===== src/design/snde_div.sv =====
// Pipelined restoring divider, two quotient bits per register stage.
// Depends on nothing; the caller supplies one load enable per stage.
`timescale 1ns / 1ps

module snde_div #(
   parameter int NW   = 19,
   parameter int DW   = 12,
   parameter int QB   = 7,
   parameter int NSTG = (QB + 1) / 2
) (
   input  logic            clock,
   input  logic [NSTG-1:0] en,
   input  logic [NW-1:0]   dvd,
   input  logic [DW-1:0]   dvs,
   output logic [QB-1:0]   quo
);

   localparam int WW = (NW > DW + QB) ? NW : DW + QB;

   logic [NW-1:0] rem_ff [NSTG];
   logic [DW-1:0] dvs_ff [NSTG];
   logic [QB-1:0] quo_ff [NSTG];
   logic [NW-1:0] rem_in [NSTG];
   logic [DW-1:0] dvs_in [NSTG];
   logic [QB-1:0] quo_in [NSTG];

   // Each stage tries the shifted divisor against the partial remainder twice.
   always_comb begin
      logic [WW-1:0] r;
      logic [WW-1:0] t;
      logic [DW-1:0] d;
      logic [QB-1:0] q;
      int            b;
      for (int s = 0; s < NSTG; s++) begin
         r = (s == 0) ? WW'(dvd) : WW'(rem_ff[(s == 0) ? 0 : s - 1]);
         d = (s == 0) ? dvs : dvs_ff[(s == 0) ? 0 : s - 1];
         q = (s == 0) ? '0 : quo_ff[(s == 0) ? 0 : s - 1];
         for (int j = 0; j < 2; j++) begin
            b = QB - 1 - 2 * s - j;
            if (b >= 0) begin
               t = WW'(d) << b;
               if (r >= t) begin
                  r    = r - t;
                  q[b] = 1'b1;
               end
            end
         end
         rem_in[s] = NW'(r);
         dvs_in[s] = d;
         quo_in[s] = q;
      end
   end

   // Stage registers move only when their enable is high.
   always_ff @(posedge clock) begin
      for (int s = 0; s < NSTG; s++) begin
         if (en[s]) begin
            rem_ff[s] <= rem_in[s];
            dvs_ff[s] <= dvs_in[s];
            quo_ff[s] <= quo_in[s];
         end
      end
   end

   assign quo = quo_ff[NSTG-1];

endmodule


===== config.mk =====
export PLATFORM = sky130hd
export DESIGN_NAME = snde_div
export DESIGN_NICKNAME = d
export VERILOG_FILES = /design/src/design/snde_div.sv
export SDC_FILE = /design/constraint.sdc
export NUM_CORES = 1
export LEC_CHECK = 0
export BUFFER_PORTS_ARGS = -buffer_cell sky130_fd_sc_hd__buf_2
export CAP_MARGIN = 25
export CORE_ASPECT_RATIO = 1.5
export CORE_MARGIN = 5
export CORE_UTILIZATION = 35
export CTS_CLUSTER_DIAMETER = 100
export DETAILED_ROUTE_END_ITERATION = 6
export PLACE_DENSITY = 0.51
export SLEW_MARGIN = 20
export SYNTH_ARGS = -nofsm -noshare
export SYNTH_HDL_FRONTEND = slang
export SYNTH_SLANG_ARGS = --single-unit

===== constraint.sdc =====
create_clock -name clock -period 6.9 [get_ports clock]
set_input_delay 1.38 -clock clock [delete_from_list [all_inputs] [get_ports clock]]
set_output_delay 1.38 -clock clock [all_outputs]
set_load 0.005 [all_outputs]

# == After elaboration in Yosys (flattened, before gate mapping) ==
# Memory sizes are Yosys's and may differ from the RTL's.
# Cells that the tools add are included.
# op_classes
div,0
reduce_logical,0
shifts,0
n_lt_le_gt_ge,7
n_addsub,7
n_mul,0
n_bitwise,0
n_mux,22
eq_ne,0
# ops
op,count
two-way mux 19 bit,7
greater-or-equal comparator 19 x 12 -> 1 bit,1
greater-or-equal comparator 19 x 13 -> 1 bit,1
greater-or-equal comparator 19 x 14 -> 1 bit,1
greater-or-equal comparator 19 x 15 -> 1 bit,1
greater-or-equal comparator 19 x 16 -> 1 bit,1
greater-or-equal comparator 19 x 17 -> 1 bit,1
greater-or-equal comparator 19 x 18 -> 1 bit,1
subtractor 19 x 12 -> 19 bit,1
subtractor 19 x 13 -> 19 bit,1
subtractor 19 x 14 -> 19 bit,1
subtractor 19 x 15 -> 19 bit,1
subtractor 19 x 16 -> 19 bit,1
subtractor 19 x 17 -> 19 bit,1
subtractor 19 x 18 -> 19 bit,1
two-way mux 1 bit,15
# totals
n_memories,3
elab_cells,39
output_inout_bits,7
mem_bits_rw,152
input_bits,36
reg_bits,0
romBits,0
latchBits,0
# memory_table
memory,words,width,read_ports,rd_ports_with_merged_regs,wr,line,text
rem_ff,4,19,3,0,4,20,logic [NW-1:0] rem_ff [NSTG];
dvs_ff,4,12,3,0,4,21,logic [DW-1:0] dvs_ff [NSTG];
quo_ff,4,7,4,0,4,22,logic [QB-1:0] quo_ff [NSTG];

# == Longest topological paths before layout ==
# Gate-level depths: netlist of the first run.
# An unclocked memory read counts as a cell.
# logic_depth
ltp_word,5
mapped_depth,21
mapped_depth_nobuf,19

# == Least setup slack after synthesis of the first run ==
# No wires, ideal clock.
# synth_timing
kind,input-to-reg
from,input dvs[1]
to,"memory rem_ff[0][11], data pin"
n_path_buf,1
setup_slack_ns,1.261
setup_ns,0.260
arrival_ns,5.379
path_stages,19
required_ns,6.640
cell_sequence,inv_1 > ha_1 > nor2b_1 > o21ai_0 > a21oi_1 > o31ai_1 > a31oi_1 > nor3_1 > mux2_2 > ha_1 > a21o_1 > a21oi_1 > o211ai_1 > a21oi_1 > o21a_1 > o21a_1 > nand3_1 > buf_2 > mux2_2
# synth_rtl
item,line,text
"start, declared",14,"input logic [DW-1:0] dvs,"
"end, declared",20,

==> impl_metrics.json, run 1 <==
{
  "status": "complete, no violations",
  "p_seq_share_pct": 25.7,
  "worstPathArrival_ps": 6220,
  "hp-class": "reg2reg",
  "start_kind": "primary input",
  "grt_start_max_net_pins": 38,
  "globalRouteTotalUtil_pct": 15.6,
  "dp_hpwl_um": 17300,
  "peakVddDrop_uv": 191,
  "syn_area_per_cell_um2": 10.5,
  "boundaryPins": 43,
  "cts_setup_buffers": 0,
  "rsz0062_at_grt": "no",
  "p_int_uw": 2620,
  "wirelength_um": 20700,
  "required_ps": 7030,
  "syn_nets": 937,
  "max-slew-margin-rel_pct": 45.4,
  "nets": 990,
  "hold_buffers": 0,
  "netlist_instances": 811,
  "grt.overflow.total": 0,
  "n_antenna_cell": 0,
  "cp_max_fo": 14,
  "synth_top_area_share_pct": 39.6,
  "drt-met1-wl_um": 7170,
  "nFillCells": 2450,
  "antenna_found_initial": 0,
  "dr.first_iter.drc_count": 253,
  "ctsLongestPathBuffers": 2,
  "syn2layout_area_growth_pct": 11.3,
  "htreeDepth": 3,
  "synth_area_leaders": "edfxtp_1 (40%), ha_1 (12%), mux2_2 (5.7%)",
  "comb_power_share_pct": 61.1,
  "setup_viol": 0,
  "p_clk_share_pct": 13.2,
  "worstSkewPairLatency_ps": 380,
  "yosysMostFrequentCell": "edfxtp_1",
  "core-area_mm2": 0.0242,
  "synth-edff-count": 112,
  "power_density_mw_per_mm2": 462,
  "synth_top_cells_by_count": "edfxtp_1 (112), ha_1 (84), inv_1 (79), a21oi_1 (56)",
  "max_freq_mhz": 164,
  "wl_per_cell_um": 17.3,
  "hold_violations": 0,
  "numCtsBuffers": 9,
  "regArea_mm2": 0.00336,
  "vias_per_cell": 5.22,
  "row_count": 70,
  "power.switching_uw": 1750,
  "ctsResizeCount": 0,
  "synth_ff_type": "edfxtp_1",
  "highest_layer": "met4",
  "ys_warn_count": 0,
  "ys_seq_area_share_pct": 39.6,
  "synthArstFlopShare_pct": 0,
  "min_period_ps": 6090,
  "portBuffers": 42,
  "slew_violations": 0,
  "yosysTopAreaCell": "edfxtp_1",
  "synth_area_mm2": 0.00850,
  "drive_gt1_share_pct": 14.8,
  "yosysUniqueCellTypes": 70,
  "dr.pass1.iters": 5,
  "root_buffer": "clkbuf_16",
  "drc": 0,
  "period_share_pct": 88.3,
  "clock-sinks": 112,
  "tns_ps": 0,
  "finClkSkew_ps": 13.5,
  "synth-seq-cells": 112,
  "wl_met3_um": 405,
  "multi_input_area_mm2": 0.00479,
  "clk_pin_slew_ps": 80,
  "tightest_slew_ps": 819,
  "drtAntennaViolNets": 0,
  "power_uw": 4370,
  "grt_pass1_vias": 6527,
  "worstSetupEndpointType": "register",
  "drv_cap": 0,
  "fin_area_mm2": 0.00946,
  "place_congestion": 0.906,
  "tritoncts": "done",
  "grt_pass1_wl_um": 33000,
  "initial_core_util_pct": 35.2,
  "crit_type": "in2reg",
  "wl_met2_um": 12100,
  "power_leakage_uw": 0.00390,
  "swShare_pct": 40.0,
  "die_y_um": 201,
  "vias": 6226,
  "die_x_um": 137,
  "placed_cell_area_mm2": 0.00915,
  "die_area_mm2": 0.0276
}
-- layout make-up --
cell class,count,area share (%)
flip-flops and latches,112,35.5
multi-input cells,609,50.6
inverters,82,3.25
clock buffers,9,2.38
well taps,324,4.28
repair buffers,50,2.99
clock inverters,7,0.992
-- cells by family after synthesis --
family,Yosys count,share of synthesized area [%]
AOI/OAI and AO/OA,211,16.7
xor gates and xnor gates,51,5.25
and+or+nand+nor,194,12.0
adders and majority gates,90,13.8
muxes,63,8.55
buffers and inverters,90,4.14
DFF,112,39.6
-- per-layer routing --
| layer | global-route usage (%) | vias to the layer above |
|---|---|---|
| met2 | 31.3 | 90 |
| met1 | 14.3 | 2929 |
| li1 | - | 3162 |
| met4 | 8.35 | 0 |
| met3 | 2.26 | 45 |
| met5 | 0 | - |
-- power by group through the flow --
stage / registers [uW] / logic (uW) / clock network [uW]
floorplan: 1100 / 2100 / 0
global placement: 1140 / 2660 / 0
detailed placement: 1140 / 2670 / 0
CTS: 1120 / 2690 / 595
global route: 1140 / 2970 / 618
finish: 1120 / 2670 / 577
-- metrics by stage --
step / hold slack [ps] / util, % / std cells / setup slack (ps)
floorplan: 400 / - / 811 / 1260
global route: 433 / 39.2 / 1193 / 576
global placement: 403 / 37.8 / 1177 / 492
finish: 421 / 39.2 / 1193 / 810
CTS: 423 / 39.2 / 1193 / 809
detailed placement: 405 / 37.8 / 1177 / 442
-- worst max-delay path: stages --
cell and delay [ps]:
buf_2 110, inv_1 160, ha_1 270, nor2b_1 130, o21ai_0 340, a21oi_1 200
o31ai_1 350, a31oi_1 200, nor3_1 190, buf_4 180, mux2_2 350, ha_1 330
a21o_1 190, a21oi_1 250, o211ai_1 180, a21oi_1 370, o21a_1 210, o21a_1 220
nand3_1 90, buf_4 230, mux2_2 300
-- cell usage in the layout (no fill, tap or decap), types with 10 or more instances in the layout --
master | synthesis | final
buf_2 | 2 | 42
a21o_1 | 27 | 27
o21ai_0 | 33 | 33
nand2b_1 | 10 | 10
mux2i_1 | 10 | 10
o211ai_1 | 11 | 11
nand4_1 | 10 | 10
xnor2_1 | 39 | 39
xor2_1 | 12 | 12
a21oi_1 | 56 | 56
nor2_1 | 43 | 43
ha_1 | 84 | 84
nand3_1 | 13 | 13
o21a_1 | 18 | 18
nand2_1 | 40 | 40
edfxtp_1 | 112 | 112
nor3_1 | 21 | 21
inv_1 | 79 | 79
mux2_2 | 43 | 43
-- registers in the layout, summed over array words and instances (netlist names) --
| signal | flops |
|---|---|
| quo_ff | 19 |
| rem_ff | 57 |
| dvs_ff | 36 |
-- path summary, 6_finish.rpt --
kind	startpoint	endpoint	slack (ps)	depth (start not counted)
setup / recovery	dvs[1]	rem_ff[0][11]	810	21
hold / removal	quo_ff[1][5]	quo_ff[2][5]	420	0
setup reg to reg	dvs_ff[0][1]	rem_ff[1][10]	1340	20
hold reg to reg	quo_ff[1][5]	quo_ff[2][5]	420	0
(Power assumes the default switching activity.)
==> inputs of run 2 (changes only) <==
- ABC_AREA: unset -> 1
==> impl_metrics.json, run 2 <==
{
  "status": "complete, no violations",
  "dp_hpwl_um": 20200,
  "tritoncts": "done",
  "worstReg2RegEnd": "rem_ff[1][3]",
  "r2r_cells": 19,
  "slew_violations": 0,
  "multi_input_area_mm2": 0.00502,
  "setup_viol": 0,
  "drc": 0,
  "top_register": "rem_ff",
  "cts_setup_buffers": 0,
  "htreeDepth": 3,
  "startpoint": "dvs[10]",
  "synth_area_leaders": "edfxtp_1 (37%), nand2_1 (14%), ha_1 (12%)",
  "ys_warn_count": 0,
  "rsz0062_at_grt": "no",
  "crit_type": "in2reg",
  "max_freq_mhz": 200,
  "p_seq_share_pct": 25.7,
  "final_cell_mix": "nand2_1 (331), inv_1 (154), edfxtp_1 (112), ha_1 (84), nand3_1 (74)",
  "ys_seq_area_share_pct": 36.9,
  "synth_top_area_share_pct": 36.9,
  "synth-edff-count": 112,
  "min_period_ps": 5000,
  "layout_commonest_cell": "nand2_1",
  "die_area_mm2": 0.0294,
  "numCtsBuffers": 9,
  "synth_area_mm2": 0.00911,
  "synth-seq-cells": 112,
  "synth_top_cells_by_count": "nand2_1 (331), inv_1 (154), edfxtp_1 (112), ha_1 (84), nand3_1 (74)",
  "portBuffers": 42,
  "wl_per_cell_um": 15.2,
  "hp-class": "reg2reg",
  "vias_per_cell": 4.89,
  "swShare_pct": 47.2,
  "timing.rr.start": "dvs_ff[0][6]",
  "row_count": 72,
  "regArea_mm2": 0.00336,
  "crit_path_end": "rem_ff[0][18]",
  "nets": 1321,
  "n_antenna_cell": 0,
  "die_y_um": 208,
  "clock-sinks": 112,
  "initial_core_util_pct": 35.4,
  "worstHoldStart": "quo_ff[2][6]",
  "power_density_mw_per_mm2": 438,
  "drv_cap": 0,
  "largest_reg_flops": 57,
  "core-area_mm2": 0.0258,
  "fin_area_mm2": 0.00994,
  "synth_ff_type": "edfxtp_1",
  "tightest_slew_ps": 801,
  "p_clk_share_pct": 11.8,
  "rrSetupSlack_ps": 1920,
  "ctsResizeCount": 0,
  "clk_pin_slew_ps": 80,
  "hold_buffers": 0,
  "power.switching_uw": 2060,
  "cp_max_fo": 18,
  "power_leakage_uw": 0.00457,
  "comb_power_share_pct": 62.6,
  "worstSkewPairLatency_ps": 370,
  "drtAntennaViolNets": 0,
  "max-slew-margin-rel_pct": 46.6,
  "worstPathArrival_ps": 5130,
  "worstSetupEndpointType": "register",
  "grt_pass1_wl_um": 38200,
  "tns_ps": 0,
  "syn_nets": 1279,
  "antenna_found_initial": 0,
  "period_share_pct": 72.4,
  "grt_start_max_net_pins": 38,
  "place_congestion": 0.907,
  "reg_top3": "rem_ff (57), dvs_ff (36), quo_ff (19)",
  "synthArstFlopShare_pct": 0,
  "nFillCells": 2761,
  "netlist_instances": 1153,
  "syn2layout_area_growth_pct": 9.00,
  "syn_area_per_cell_um2": 7.91,
  "p_int_uw": 2300,
  "yosysUniqueCellTypes": 47,
  "root_buffer": "clkbuf_16",
  "boundaryPins": 43,
  "place_inst": 1517,
  "finClkSkew_ps": 12.6,
  "placed_cell_area_mm2": 0.00965,
  "start_kind": "primary input",
  "drive_gt1_share_pct": 9.58,
  "vias": 7500,
  "globalRouteTotalUtil_pct": 16.5,
  "finalNonFillerCells": 1533,
  "ctsLongestPathBuffers": 2,
  "required_ps": 7030,
  "die_x_um": 142,
  "wirelength_um": 23400,
  "grt.overflow.total": 0,
  "dr.first_iter.drc_count": 261,
  "yosysMostFrequentCell": "nand2_1",
  "peakVddDrop_uv": 165,
  "dr.pass1.iters": 4,
  "hold_violations": 0,
  "yosysTopAreaCell": "edfxtp_1",
  "grt_pass1_vias": 8059
}
==> run 2: routing by layer <==
layer  vias up  wire, um  GRT usage (%)
met2       109     13700           33.8
met3        57       474           2.28
li1       3946         -              -
met5         -         0              0
met1      3388      7970           14.6
met4         0      1260           9.30
==> run 2: area by class of cell <==
cell class	instances	area share [%]
multi-input combinational	862	50.6
sequential	112	33.8
inverter	168	6.40
tap	333	4.19
clock buffer	9	2.27
timing repair buffer	42	2.12
clock inverter	7	0.617
==> run 2: kinds of logic (layout without fill, tap and decap cells) <==
logic type	after synthesis	in the layout	synth area share [%]
compound gates	170	170	10.1
xor+xnor	53	53	5.09
simple gates	549	549	27.1
fa+ha+maj	90	90	12.8
flops	112	112	36.9
buf+inv	179	226	7.99
==> run 2: worst max-delay path, stage by stage <==
cell and delay (ps):
buf_2 90, inv_1 50, ha_1 350, nand2_1 170, inv_1 120, nand2_1 80
nor3_1 130, nand3_1 130, nand3_2 230, inv_2 180, o21ai_0 410, ha_1 330
nand2_1 70, o21ai_0 170, a21oi_1 350, o21ai_0 190, nand2_1 90, inv_1 50
o21ai_0 190, inv_1 70, nor2_1 120, nand2_1 70, nand2_1 60, nand2_1 40
==> run 2: power groups by stage <==
stage          logic (uW)  clock network (uW)  registers (uW)
6_report             2720                 513            1120
5_1_grt              3110                 555            1140
4_1_cts              2740                 533            1120
3_5_place_dp         2730                   0            1140
3_3_place_gp         2700                   0            1130
2_1_floorplan        2160                   0            1100
==> run 2: stage by stage <==
| stage | utilization [%] | setup WS [ps] | hold slack (ps) | power (uW) |
|---|---|---|---|---|
| 6_report | 38.6 | 1900 | 420 | 4360 |
| 5_1_grt | 38.6 | 1460 | 429 | 4810 |
| 4_1_cts | 38.6 | 1880 | 424 | 4390 |
| 3_5_place_dp | 37.5 | 1520 | 406 | 3870 |
| 3_3_place_gp | 37.5 | 1610 | 401 | 3830 |
| 2_1_floorplan | - | 2270 | 400 | 3260 |
==> run 2: how the worst min path moves through the flow <==
| stage | to | slack [ps] | cells past startpoint |
|---|---|---|---|
| floorplan | quo_ff[1][5] | 400 | 0 |
| global placement | quo_ff[3][1] | 400 | 0 |
| detailed placement | quo_ff[2][5] | 410 | 0 |
| CTS | quo_ff[3][4] | 420 | 0 |
| global route | quo_ff[3][6] | 430 | 0 |
| finish | quo_ff[3][6] | 420 | 0 |
